## config.mk

```make
export PLATFORM = sky130hd
export DESIGN_NAME = sorted_greedy_job_partition_flat
export DESIGN_NICKNAME = d
export VERILOG_FILES = /design/src/rtl/sgjp_pkg.sv /design/src/rtl/sgjp_if.sv /design/src/rtl/sorted_greedy_job_partition.sv /design/src/rtl/sgjp_div.sv /design/src/flat_wrapper.sv
export SDC_FILE = /design/constraint.sdc
export NUM_CORES = 2
export LEC_CHECK = 0
export ABC_AREA = 0
export BUFFER_PORTS_ARGS = -buffer_cell sky130_fd_sc_hd__buf_2
export CORE_MARGIN = 3
export CORE_UTILIZATION = 25
export DETAILED_ROUTE_END_ITERATION = 10
export SYNTH_ARGS = -nofsm -noshare
export SYNTH_HDL_FRONTEND = slang
export SYNTH_SLANG_ARGS = --single-unit
```

## constraint.sdc

```tcl
create_clock -name i_clk -period 6.3 [get_ports i_clk]
set_clock_uncertainty 0.15 [all_clocks]
set_input_delay 0.63 -clock i_clk [delete_from_list [all_inputs] [get_ports i_clk]]
set_output_delay 0.63 -clock i_clk [all_outputs]
set_load 0.005 [all_outputs]
```

## src/rtl/sgjp_pkg.sv

```systemverilog
// Package for the sorted greedy job partition block.
// Fixed field widths and payload types. No dependencies.
package sgjp_pkg;
    localparam int TIME_W = 32;
    localparam int IDX_W  = 5;
    localparam int PROC_W = 4;
    localparam int CFG_W  = 5;
    localparam int FRAC_BITS = 10;

    typedef struct packed {
        logic [TIME_W-1:0] job_time;
        logic              last;
    } t_job_req;

    typedef struct packed {
        logic [IDX_W-1:0]  job_index;
        logic [PROC_W-1:0] processor;
        logic [TIME_W-1:0] duration;
        logic              end_of_batch;
    } t_assign_rsp;
endpackage

```

## src/rtl/sgjp_if.sv

```systemverilog
// Valid/ready channel carrying one payload type.
// Depends on sgjp_pkg for payload types.
interface sgjp_job_if import sgjp_pkg::*; ();
    logic     valid;
    logic     ready;
    t_job_req data;
    modport source (output valid, output data, input ready);
    modport sink   (input valid, input data, output ready);
endinterface

interface sgjp_rsp_if import sgjp_pkg::*; ();
    logic        valid;
    logic        ready;
    t_assign_rsp data;
    modport source (output valid, output data, input ready);
    modport sink   (input valid, input data, output ready);
endinterface

interface sgjp_cfg_if import sgjp_pkg::*; ();
    logic             valid;
    logic             ready;
    logic [CFG_W-1:0] data;
    modport source (output valid, output data, input ready);
    modport sink   (input valid, input data, output ready);
endinterface

```

## src/rtl/sorted_greedy_job_partition.sv

```systemverilog
// Sorted greedy job partition, top level.
// Load: one job request per cycle into the time memory; no result for a non-last job.
// After last: insertion sort of the jobs (O(n^2) worst case), overlapped with a quota
// divide; then each assignment by an order read, a time read and an issue, issued
// while the output is free.
// Next batch accepted once the last assignment is issued. Sync active-low reset.
module sorted_greedy_job_partition
    import sgjp_pkg::*;
#(
    parameter int MAX_JOBS  = 32,
    parameter int MAX_PROCS = 16
) (
    input logic     i_clk,
    input logic     i_rst_n,
    sgjp_job_if.sink   s_job,
    sgjp_rsp_if.source m_rsp,
    sgjp_cfg_if.sink   s_cfg
);
    localparam int AW  = $clog2(MAX_JOBS);
    localparam int CW  = $clog2(MAX_JOBS + 1);
    localparam int PW  = $clog2(MAX_PROCS + 1);
    localparam int SW  = TIME_W + CW;

    typedef enum logic [6:0] {
        S_LOAD  = 7'b0000001,
        S_SINIT = 7'b0000010,
        S_SRD   = 7'b0000100,
        S_SCMP  = 7'b0001000,
        S_WDIV  = 7'b0010000,
        S_ORD   = 7'b0100000,
        S_OUT   = 7'b1000000
    } t_state;

    t_state r_state;
    logic [TIME_W-1:0] r_time_mem [MAX_JOBS];
    logic [AW-1:0]     r_ord_mem  [MAX_JOBS];
    logic [CW-1:0] r_count, r_i, r_j, r_k;
    logic [SW-1:0] r_total, r_quota, r_run;
    logic [PW-1:0] r_procs, r_p;
    logic [CFG_W-1:0] r_cfg;
    logic [TIME_W-1:0] r_cur_t, r_rd_t, r_ord_t;
    logic [AW-1:0]     r_rd_o;
    logic r_div_done_seen, r_rd_pending;
    logic w_div_start, w_div_done;
    logic [SW-1:0] w_quot;
    logic w_before;
    logic w_emit;

    assign s_cfg.ready = 1'b1;
    assign s_job.ready = (r_state == S_LOAD);

    always_ff @(posedge i_clk) begin
        if (!i_rst_n) r_cfg <= CFG_W'(1);
        else if (s_cfg.valid) r_cfg <= s_cfg.data;
    end

    // current job (index r_i, time r_cur_t) goes before order entry r_j-1
    assign w_before = (r_cur_t > r_ord_t) ||
                      ((r_cur_t == r_ord_t) && (r_i < CW'(r_rd_o)));

    assign w_div_start = (r_state == S_LOAD) && s_job.valid && s_job.data.last;

    function automatic logic [SW-1:0] n_total_f();
        if (r_count < CW'(MAX_JOBS)) return r_total + SW'(s_job.data.job_time);
        else return r_total;
    endfunction

    function automatic logic [PW-1:0] n_procs_f();
        if (r_cfg == '0) return PW'(1);
        else if (32'(r_cfg) > MAX_PROCS) return PW'(MAX_PROCS);
        else return PW'(r_cfg);
    endfunction

    sgjp_div #(.N_W(SW), .D_W(PW)) u_div (
        .i_clk(i_clk), .i_rst_n(i_rst_n), .i_start(w_div_start),
        .i_num(n_total_f()), .i_den(n_procs_f()),
        .o_done(w_div_done), .o_quot(w_quot)
    );

    // memory ports
    always_ff @(posedge i_clk) begin
        if (r_state == S_LOAD && s_job.valid && r_count < CW'(MAX_JOBS))
            r_time_mem[r_count[AW-1:0]] <= s_job.data.job_time;
    end

    logic [AW-1:0] w_trd_a, w_ord_a;
    always_comb begin
        w_trd_a = r_i[AW-1:0];
        w_ord_a = r_j[AW-1:0] - 1'b1;
        if (r_state == S_SCMP) begin
            w_trd_a = r_rd_o;
        end else if (r_state == S_ORD || r_state == S_OUT) begin
            w_ord_a = r_k[AW-1:0];
            w_trd_a = r_rd_o;
        end
    end
    always_ff @(posedge i_clk) begin
        r_rd_t <= r_time_mem[w_trd_a];
        r_rd_o <= r_ord_mem[w_ord_a];
    end
    assign r_ord_t = r_rd_t;

    logic r_out_v;
    t_assign_rsp r_out;
    assign m_rsp.valid = r_out_v;
    assign m_rsp.data  = r_out;

    // issue an assignment once its time word is in and the output is free
    assign w_emit = (r_state == S_OUT) && r_rd_pending && (!r_out_v || m_rsp.ready);

    always_ff @(posedge i_clk) begin
        if (!i_rst_n) begin
            r_state <= S_LOAD;
            r_count <= '0;
            r_total <= '0;
            r_out_v <= 1'b0;
            r_div_done_seen <= 1'b0;
            r_rd_pending <= 1'b0;
        end else begin
            if (w_div_done) begin
                r_div_done_seen <= 1'b1;
                r_quota <= (w_quot >> FRAC_BITS) << FRAC_BITS;
            end
            if (w_emit) r_out_v <= 1'b1;
            else if (m_rsp.ready) r_out_v <= 1'b0;
            case (r_state)
                S_LOAD: if (s_job.valid) begin
                    if (r_count < CW'(MAX_JOBS)) begin
                        r_count <= r_count + 1'b1;
                        r_total <= r_total + SW'(s_job.data.job_time);
                    end
                    if (s_job.data.last) begin
                        r_procs <= n_procs_f();
                        r_div_done_seen <= 1'b0;
                        r_i <= '0;
                        r_state <= S_SINIT;
                    end
                end
                S_SINIT: begin
                    // r_i addresses time memory; data arrives next cycle
                    if (r_i == r_count) begin
                        r_state <= S_WDIV;
                    end else begin
                        r_j <= r_i;
                        r_rd_pending <= 1'b1;
                        r_state <= S_SRD;
                    end
                end
                S_SRD: begin
                    if (r_rd_pending) begin
                        r_cur_t <= r_rd_t;
                        r_rd_pending <= 1'b0;
                    end
                    if (r_j == '0) begin
                        r_ord_mem[AW'(0)] <= r_i[AW-1:0];
                        r_i <= r_i + 1'b1;
                        r_state <= S_SINIT;
                    end else begin
                        // order entry r_j-1 read issued this cycle
                        r_state <= S_SCMP;
                    end
                end
                S_SCMP: begin
                    // r_rd_o valid; time of it arrives next cycle, so compare once r_rd_pending is set
                    r_rd_pending <= ~r_rd_pending;
                    if (r_rd_pending) begin
                        if (w_before) begin
                            r_ord_mem[r_j[AW-1:0]] <= r_rd_o;
                            r_j <= r_j - 1'b1;
                            r_state <= S_SRD;
                        end else begin
                            r_ord_mem[r_j[AW-1:0]] <= r_i[AW-1:0];
                            r_i <= r_i + 1'b1;
                            r_state <= S_SINIT;
                        end
                    end
                end
                S_WDIV: if (r_div_done_seen || w_div_done) begin
                    r_k <= '0;
                    r_p <= '0;
                    r_run <= '0;
                    if (r_count == '0) begin
                        r_count <= '0;
                        r_total <= '0;
                        r_state <= S_LOAD;
                    end else begin
                        r_state <= S_ORD;
                    end
                end
                S_ORD: r_state <= S_OUT; // order read at r_k issued
                S_OUT: if (!r_out_v || m_rsp.ready) begin
                    if (r_rd_pending) begin
                        r_rd_pending <= 1'b0;
                        r_out.job_index <= IDX_W'(r_rd_o);
                        r_out.duration  <= r_rd_t;
                        r_out.end_of_batch <= (r_k + 1'b1 == r_count);
                        if (r_run < r_quota && r_p < r_procs) begin
                            r_out.processor <= PROC_W'(r_p);
                            r_run <= r_run + SW'(r_rd_t);
                        end else if (r_p + 1'b1 < r_procs && r_quota != '0) begin
                            r_out.processor <= PROC_W'(r_p + 1'b1);
                            r_p <= r_p + 1'b1;
                            r_run <= SW'(r_rd_t);
                        end else begin
                            r_out.processor <= PROC_W'(r_procs - 1'b1);
                            r_p <= r_procs;
                        end
                        if (r_k + 1'b1 == r_count) begin
                            r_count <= '0;
                            r_total <= '0;
                            r_state <= S_LOAD;
                        end else begin
                            r_k <= r_k + 1'b1;
                            r_state <= S_ORD;
                        end
                    end else begin
                        r_rd_pending <= 1'b1; // time read at r_rd_o now issued
                    end
                end
                default: r_state <= S_LOAD;
            endcase
        end
    end
endmodule

```

## src/rtl/sgjp_div.sv

```systemverilog
// Restoring divider: wide dividend by small divisor, one quotient bit a cycle.
// Depends on nothing but its ports.
module sgjp_div #(
    parameter int N_W = 37,
    parameter int D_W = 7
) (
    input  logic           i_clk,
    input  logic           i_rst_n,
    input  logic           i_start,
    input  logic [N_W-1:0] i_num,
    input  logic [D_W-1:0] i_den,
    output logic           o_done,
    output logic [N_W-1:0] o_quot
);
    localparam int CW = $clog2(N_W + 1);
    logic [N_W-1:0] r_q;
    logic [D_W:0]   r_rem;
    logic [D_W-1:0] r_den;
    logic [CW-1:0]  r_cnt;
    logic           r_busy;
    logic [D_W:0]   w_try;

    assign w_try = {r_rem[D_W-1:0], r_q[N_W-1]};

    always_ff @(posedge i_clk) begin
        if (!i_rst_n) begin
            r_busy <= 1'b0;
            o_done <= 1'b0;
        end else begin
            o_done <= 1'b0;
            if (i_start) begin
                r_busy <= 1'b1;
                r_cnt  <= CW'(N_W);
            end else if (r_busy) begin
                r_cnt <= r_cnt - 1'b1;
                if (r_cnt == CW'(1)) begin
                    r_busy <= 1'b0;
                    o_done <= 1'b1;
                end
            end
        end
    end

    always_ff @(posedge i_clk) begin
        if (i_start) begin
            r_q   <= i_num;
            r_rem <= '0;
            r_den <= i_den;
        end else if (r_busy) begin
            if (w_try >= {1'b0, r_den}) begin
                r_rem <= w_try - {1'b0, r_den};
                r_q   <= {r_q[N_W-2:0], 1'b1};
            end else begin
                r_rem <= w_try;
                r_q   <= {r_q[N_W-2:0], 1'b0};
            end
        end
    end
    assign o_quot = r_q;
endmodule
```

## src/flat_wrapper.sv

```systemverilog
// flat-port wrapper written by rule: the top's interface ports become plain ports
module sorted_greedy_job_partition_flat import sgjp_pkg::*;
#(
    parameter int MAX_JOBS  = 32,
    parameter int MAX_PROCS = 16
)
  (i_clk, i_rst_n, s_job_valid, s_job_data, s_job_ready, m_rsp_valid, m_rsp_data, m_rsp_ready, s_cfg_valid, s_cfg_data, s_cfg_ready);
  sgjp_job_if s_job_i ();
  sgjp_rsp_if m_rsp_i ();
  sgjp_cfg_if s_cfg_i ();
  input logic i_clk;
  input logic i_rst_n;
  input wire logic [$bits(s_job_i.valid)-1:0] s_job_valid;
  input wire logic [$bits(s_job_i.data)-1:0] s_job_data;
  output wire logic [$bits(s_job_i.ready)-1:0] s_job_ready;
  output wire logic [$bits(m_rsp_i.valid)-1:0] m_rsp_valid;
  output wire logic [$bits(m_rsp_i.data)-1:0] m_rsp_data;
  input wire logic [$bits(m_rsp_i.ready)-1:0] m_rsp_ready;
  input wire logic [$bits(s_cfg_i.valid)-1:0] s_cfg_valid;
  input wire logic [$bits(s_cfg_i.data)-1:0] s_cfg_data;
  output wire logic [$bits(s_cfg_i.ready)-1:0] s_cfg_ready;
  assign s_job_i.valid = s_job_valid;
  assign s_job_i.data = s_job_data;
  assign s_job_ready = s_job_i.ready;
  assign m_rsp_valid = m_rsp_i.valid;
  assign m_rsp_data = m_rsp_i.data;
  assign m_rsp_i.ready = m_rsp_ready;
  assign s_cfg_i.valid = s_cfg_valid;
  assign s_cfg_i.data = s_cfg_data;
  assign s_cfg_ready = s_cfg_i.ready;
  sorted_greedy_job_partition #(.MAX_JOBS(MAX_JOBS), .MAX_PROCS(MAX_PROCS)) u_core (.i_clk(i_clk), .i_rst_n(i_rst_n), .s_job(s_job_i), .m_rsp(m_rsp_i), .s_cfg(s_cfg_i));
endmodule
```

**Word level (Yosys, flattened, before mapping)**

Memory sizes are Yosys's and may differ from the RTL's. A register that Yosys moved wholly into a read port is not among the register bits.
Cells that the tools add are included.

- Equal/unequal tests: 27
- Bitwise gates (word level): 4
- Shift operators: 0
- $mul: 0
- Reduce and logical (&&, ||, !) cells: 40
- Muxes and demuxes: 102
- Order comparisons: 8
- Div/mod/pow operators: 0
- Add/subtract/negate cells: 11

Operators with widths:

| kind | number |
|---|---|
| $mux 38 | 14 |
| $mux 6 | 22 |
| $pmux 38 s3 | 1 |
| $mux 5 | 16 |
| $add 38x32->38 | 2 |
| $pmux 38 s2 | 1 |
| $pmux 7 s7 | 1 |
| $mux 7 | 6 |
| $lt 38x38->1 | 1 |
| $reduce_bool 38->1 | 1 |
| $pmux 6 s3 | 2 |
| $eq 32x32->1 | 1 |
| $gt 32x32->1 | 1 |
| $mux 1 | 31 |
| $pmux 6 s2 | 2 |
| $reduce_and 6->1 | 4 |
| $add 6x1->6 const B | 3 |
| $ne 2x2->1 const B | 8 |
| $ne 2x1->1 const B | 7 |
| $reduce_and 7->1 | 2 |
| $eq 6x6->1 | 2 |
| $logic_not 6->1 | 2 |
| $mux 4 | 3 |
| $sub 6x1->6 const B | 2 |
| other kinds (37) | 57 |

- Flip-flop bits (word level): 283
- Bits in read-only memories: 0
- Bits in writable memories: 1184
- Memories: 2
- Output and inout port bits: 45
- Bits of input ports: 43
- Word-level logic and storage cells: 219
- Bits in latches: 0

Memory list:

| memory | depth | bits a word | rd ports | clocked after memory_dff | write ports | line | RTL |
|---|---|---|---|---|---|---|---|
| u_core.r_time_mem | 32 | 32 | 1 | 1 | 1 | sorted_greedy_job_partition.sv:35 | `logic [TIME_W-1:0] r_time_mem [MAX_JOBS];` |
| u_core.r_ord_mem | 32 | 5 | 1 | 1 | 1 | sorted_greedy_job_partition.sv:36 | `logic [AW-1:0] r_ord_mem [MAX_JOBS];` |

**Logic depth before layout (Yosys ltp)**

- Depth after elaboration: 11
- Gate-level depth with buffers: 13
- Gate-level depth less buffers: 12

**Modules after synthesis**

From an unflattened synthesis, not the netlist that was laid out.

- Cells, all modules: 4906
- Area total of the unflattened synthesis: 64215.3 um2

Modules (own cells, without submodules):

| module | area each (um2) | times used | seq. area each (um2) | cells each |
|---|---|---|---|---|
| sorted_greedy_job_partition | 61616.6 | 1 | 42520.8 | 4732 |
| sgjp_div | 2598.7 | 1 | 1611.5 | 174 |

**Least setup slack after synthesis**

OpenSTA, ideal clock, no wires.

- Path type: flip-flop to flip-flop
- From: reg u_core.r_run[31]
- To: reg u_core.r_run[0] (enable)
- Period minus slack after synthesis: 4708 ps
- Path buffers: 2
- Cell stages (with the launch flop): 13
- Library setup time: 446 ps
- Arrival: 4112 ps
- Path slack: 1592 ps
- Required time: 5704 ps
- Cell sequence: edfxtp_1 -> ha_1 -> a21o_1 -> a21o_1 -> a21o_1 -> a21oi_1 -> nor2_1 -> a211oi_1 -> o31a_1 -> clkbuf_1 -> buf_2 -> nor2_1 -> a21oi_1

- Word-level cells in the longest chain between the ends: 4

RTL lines:

| item | line | RTL |
|---|---|---|
| start, declared | sorted_greedy_job_partition.sv:38 | `logic [SW-1:0] r_total, r_quota, r_run;` |
| start signal, assigned | sorted_greedy_job_partition.sv:199 | `r_run <= r_run + SW'(r_rd_t);` |
| start signal, assigned | sorted_greedy_job_partition.sv:203 | `r_run <= SW'(r_rd_t);` |
| $lt 38x38->1 | sorted_greedy_job_partition.sv:197 | `if (r_run < r_quota && r_p < r_procs) begin` |
| $logic_and 1x1->1 | sorted_greedy_job_partition.sv:197 |  |
| $ne 3x3->1 (no line) | n/a |  |
| $reduce_and 6->1 (no line) | n/a |  |

No other way between the ends.
A chain may end at the register's enable or synchronous reset.

**Worst setup path after layout**

- From: reg u_core.r_state[3]
- To: reg u_core.r_rd_t[19], in the netlist u_core.r_ord_t[19], read port of u_core.r_time_mem

- Word-level cells in the longest chain between the ends: 4
- Elaborated cells on any way between the ends: 6
- Those cells by class: eq/ne: 3; mux: 2; reduce/logical: 1

RTL lines:

| item | line | RTL |
|---|---|---|
| start, declared | sorted_greedy_job_partition.sv:34 | `t_state r_state;` |
| start signal, assigned | sorted_greedy_job_partition.sv:113 | `r_state <= S_LOAD;` |
| start signal, assigned | sorted_greedy_job_partition.sv:136 | `r_state <= S_SINIT;` |
| start signal, assigned | sorted_greedy_job_partition.sv:142 | `r_state <= S_WDIV;` |
| $eq 7x6->1 / $eq 7x7->1 (equally long branches) | sorted_greedy_job_partition.sv:92 | `end else if (r_state == S_ORD \|\| r_state == S_OUT) begin` |
| $logic_or 1x1->1 | sorted_greedy_job_partition.sv:92 |  |
| $mux 5 | sorted_greedy_job_partition.sv:92 |  |
| $mux 5 (*) | sorted_greedy_job_partition.sv:90 | `if (r_state == S_SCMP) begin` |
| end, declared | sorted_greedy_job_partition.sv:41 | `logic [TIME_W-1:0] r_cur_t, r_rd_t, r_ord_t;` |

Every way passes the cells marked *; elsewhere a longest branch is shown, timed or not.

==> reports/qor.yml <==
timing:
  max_freq_ghz: 0.2040
  min_period_ns: 4.902
  fin_ws_ns: 1.398
  fin_crit_sh_pct: 77.81
  holdWs_ns: 0.07018
  slew-limit-headroom_pct: -4.552
  rsz0062_at_grt: "no"
  worst_pin_slew_ns: 1.554
  final.setup.tns_ns: 0
  drv_slew: 2
  hold_viol_final: 0
  setup_viol: 0
logic_synthesis:
  async_flop_share_pct: 0
  yosysWarnings: 0
  yosysTopAreaCell: "edfxtp_1"
  synth_cell_type_count: 78
  syn-num-nets: 5165
  synthFlopType: "edfxtp_1"
  synthTopCellsByArea: "edfxtp_1, nand2_1, dfxtp_1"
  yosysSeqAreaShare_pct: 69.36
  synth-seq-cells: 1504
  syn_area_per_cell_um2: 12.81
  syn-cell-area_um2: 63620
  synth_cells: 4968
  yosysTopAreaCellShare_pct: 66.12
  synth_edf_count: 1401
cts:
  clkLatencyLatePin_ns: 0.82
  cts_resized: 0
  cts_root_buf: "clkbuf_16"
  clock_path_buffers: 3
  cts_buffers: 156
  post-cts-setup-buffer-count: 0
  cts_tree: "yes"
  cts_sinks: 1504
  path_clk_slew_ns: 0.06
  htree_levels: 4
worst_setup_path:
  r2r_slack_ns: 1.40
  r2r_end: "u_core.r_ord_t[19]"
  rr_worst_depth: 10
  timing.rr.start: "u_core.r_state[3]"
  path_cells: "nor2_1 > nand2_1 > o21ai_2 > nand3b_4 > mux2_8 > buf_4 > mux2i_1 > a32oi_1 > a31oi_1 > nor4_1"
  arrival_ns: 5.31
  critical_path.max_fanout: 71
  critPathLaunchType: "register"
  cp-endpoint: "u_core.r_ord_t[19]"
  critPathMaxStageDelay_ns: 1.29
  cp.required_ns: 6.71
  crit_path_end_kind: "register"
  cp_slowest_cell: "nor4_1"
  critical_path_class: "register to register"
  startpoint: "u_core.r_state[3]"
detailed_routing:
  wl_per_cell_um: 21.16
  routed.top_layer: "met5"
  viasPerCell: 4.789
  drc: 0
  drt.antenna.violating_nets: 0
  drt-pass1-iter-count: 7
  dr_wl_met3_um: 15670
  vias: 40880
  drt_iter0_markers: 4197
  wl_met1_um: 79440
  wl_um: 180600
  routed-wl-met2_um: 80610
hold_path:
  hold_class: "input pin to register"
  hp-start: "s_cfg_valid"
floorplanning:
  die_w_um: 510.5
  die_height_um: 510.5
  start_util_pct: 25.22
  die_area_um2: 260600
  io_pins: 88
  rows: 184
  core_um2: 252300
grt:
  grt_start_max_net_pins: 129
  grt_overflow: 0
  grt_pass1_vias: 39300
  grt_usage_pct: 13.44
  antenna_found_initial: 31
  grt_pass1_wl_um: 263900
final_layout:
  final_net_count: 5248
  utilization_pct: 29.19
  n_fill_cell: 25470
  multi_input_area_um2: 18370
  drive_above_1_share_pct: 9.245
  postLayoutCellArea_um2: 73650
  seq_area_um2: 44130
  fin_cells: 8535
  syn_to_final_growth_pct: 15.76
pwr:
  p_leak_nw: 25.15
  fin_total_pwr_mw: 27.00
  ir_drop_mv: 0.3363
  cellPowerDensity_nw_per_um2: 366.6
place:
  dpl_cell_area_um2: 68400
  port_buffers: 86
  place_hpwl_um: 116700
  place_congestion: 0.8751
  dp_cells: 8235
  place_ws_ns: 1.549
job:
  maxCapViolations: 1
status:
  violations: "capacitance limit, slew limit"
  status: "finished with violations"
-- per-layer routing --
| layer | global-route usage [%] | up-vias |
|---|---|---|
| met5 | 0.4934 | - |
| met4 | 4.068 | 16 |
| met3 | 3.721 | 279 |
| met2 | 20.41 | 1549 |
| met1 | 18.56 | 20400 |
| li1 | - | 18640 |
-- where the power goes --
group          total (mW)  switching [mW]  leakage (nW)  internal, mW
sequential           12.0           0.425          13.5          11.5
combinational        5.75            3.89          9.16          1.86
clock                9.28            4.01          2.49          5.27
-- final cells by class --
type,instances,share of cell area (%)
well taps,3348,5.688
multi-input cells,3084,24.95
diodes,6,0.02039
clock buffers,204,5.655
repair buffers,185,1.780
flip-flops and latches,1504,59.92
clock inverters,84,1.374
inverters,120,0.6116
-- cell usage in the layout, fill, tap and decap left out, drive strengths merged, types with 13 or more instances in the layout --
cell    instances
edfxtp       1401
nand2        1090
nand3         353
nor2          214
clkbuf        204
buf           179
mux2i         173
a31oi         166
ha            151
a21oi         133
a32oi         128
inv           122
o21ai         114
dfxtp         103
clkinv         63
xnor2          62
a21o           56
nand4          54
nor4           43
nor3           43
xor2           39
nor2b          25
nand2b         22
a22o           21
a211oi         18
o31ai          17
o21a           15
and2           15
nand3b         14
bufinv         13
-- synth_stat cells, types with 15 or more instances --
cell	number
o21ai_0	113
a22o_1	21
a21oi_1	132
nor4_1	43
a211oi_1	18
edfxtp_1	1401
o31ai_1	16
buf_1	20
buf_2	71
nand3_1	353
nor3_1	41
mux2i_1	172
xor2_1	39
nand2_1	1090
nor2b_1	25
xnor2_1	62
o21a_1	15
a31oi_1	166
ha_1	151
a32oi_1	128
a21o_1	56
nand2b_1	22
inv_1	119
dfxtp_1	103
clkbuf_1	156
nor2_1	214
nand4_1	54
-- how the worst min path moves through the flow --
stage	endpoint	slack (ns)	depth (start not counted)
floorplan	u_core.r_quota[10]	0.28	0
global placement	u_core.r_quota[36]	0.29	0
detailed placement	u_core.r_quota[10]	0.29	0
CTS	u_core.r_cfg[2]	0.01	3
global route	u_core.r_time_mem[29][17]	0.05	1
finish	u_core.r_cfg[2]	0.07	3
-- registers in the layout, summed over array words and instances (netlist names), 6 cells and up --
signal and flops:
u_core.r_ord_mem 160, u_core.u_div.r_cnt 6, u_core.r_time_mem 1024, u_core.r_count 6, u_core.r_ord_t 32, u_core.u_div.o_quot 38, u_core.r_quota 28, u_core.r_cur_t 32
u_core.r_run 38, u_core.r_j 6, u_core.r_state 7, u_core.m_rsp.data 42, u_core.r_k 6, u_core.r_i 6, u_core.r_total 38
-- worst max-delay path, delay by kind of cell, from the launching register on --
family          cells  cell delay [ns]
mux                 2             0.92
compound gates      3             0.50
buf+inv             1             0.63
flops               1             0.36
simple gates        4             1.91
-- cell families (layout without fill, tap and decap cells) --
group / Yosys count / count (layout) / share of synthesized area [%]
and+or+nand+nor: 1910 / 1910 / 12.99
AOI/OAI and AO/OA: 736 / 736 / 7.805
buffers and inverters: 380 / 593 / 2.464
other: 1 / 7 / 0.005894
adders and majority gates: 154 / 154 / 3.064
xor gates and xnor gates: 102 / 102 / 1.426
muxes: 181 / 181 / 2.883
DFF: 1504 / 1504 / 69.36
-- timing repair --
action,CTS,global route
hold buffers,6,0
hold endpoints to repair,5,0
setup endpoints to repair,0,0
Power figures use the tool's default switching activity.
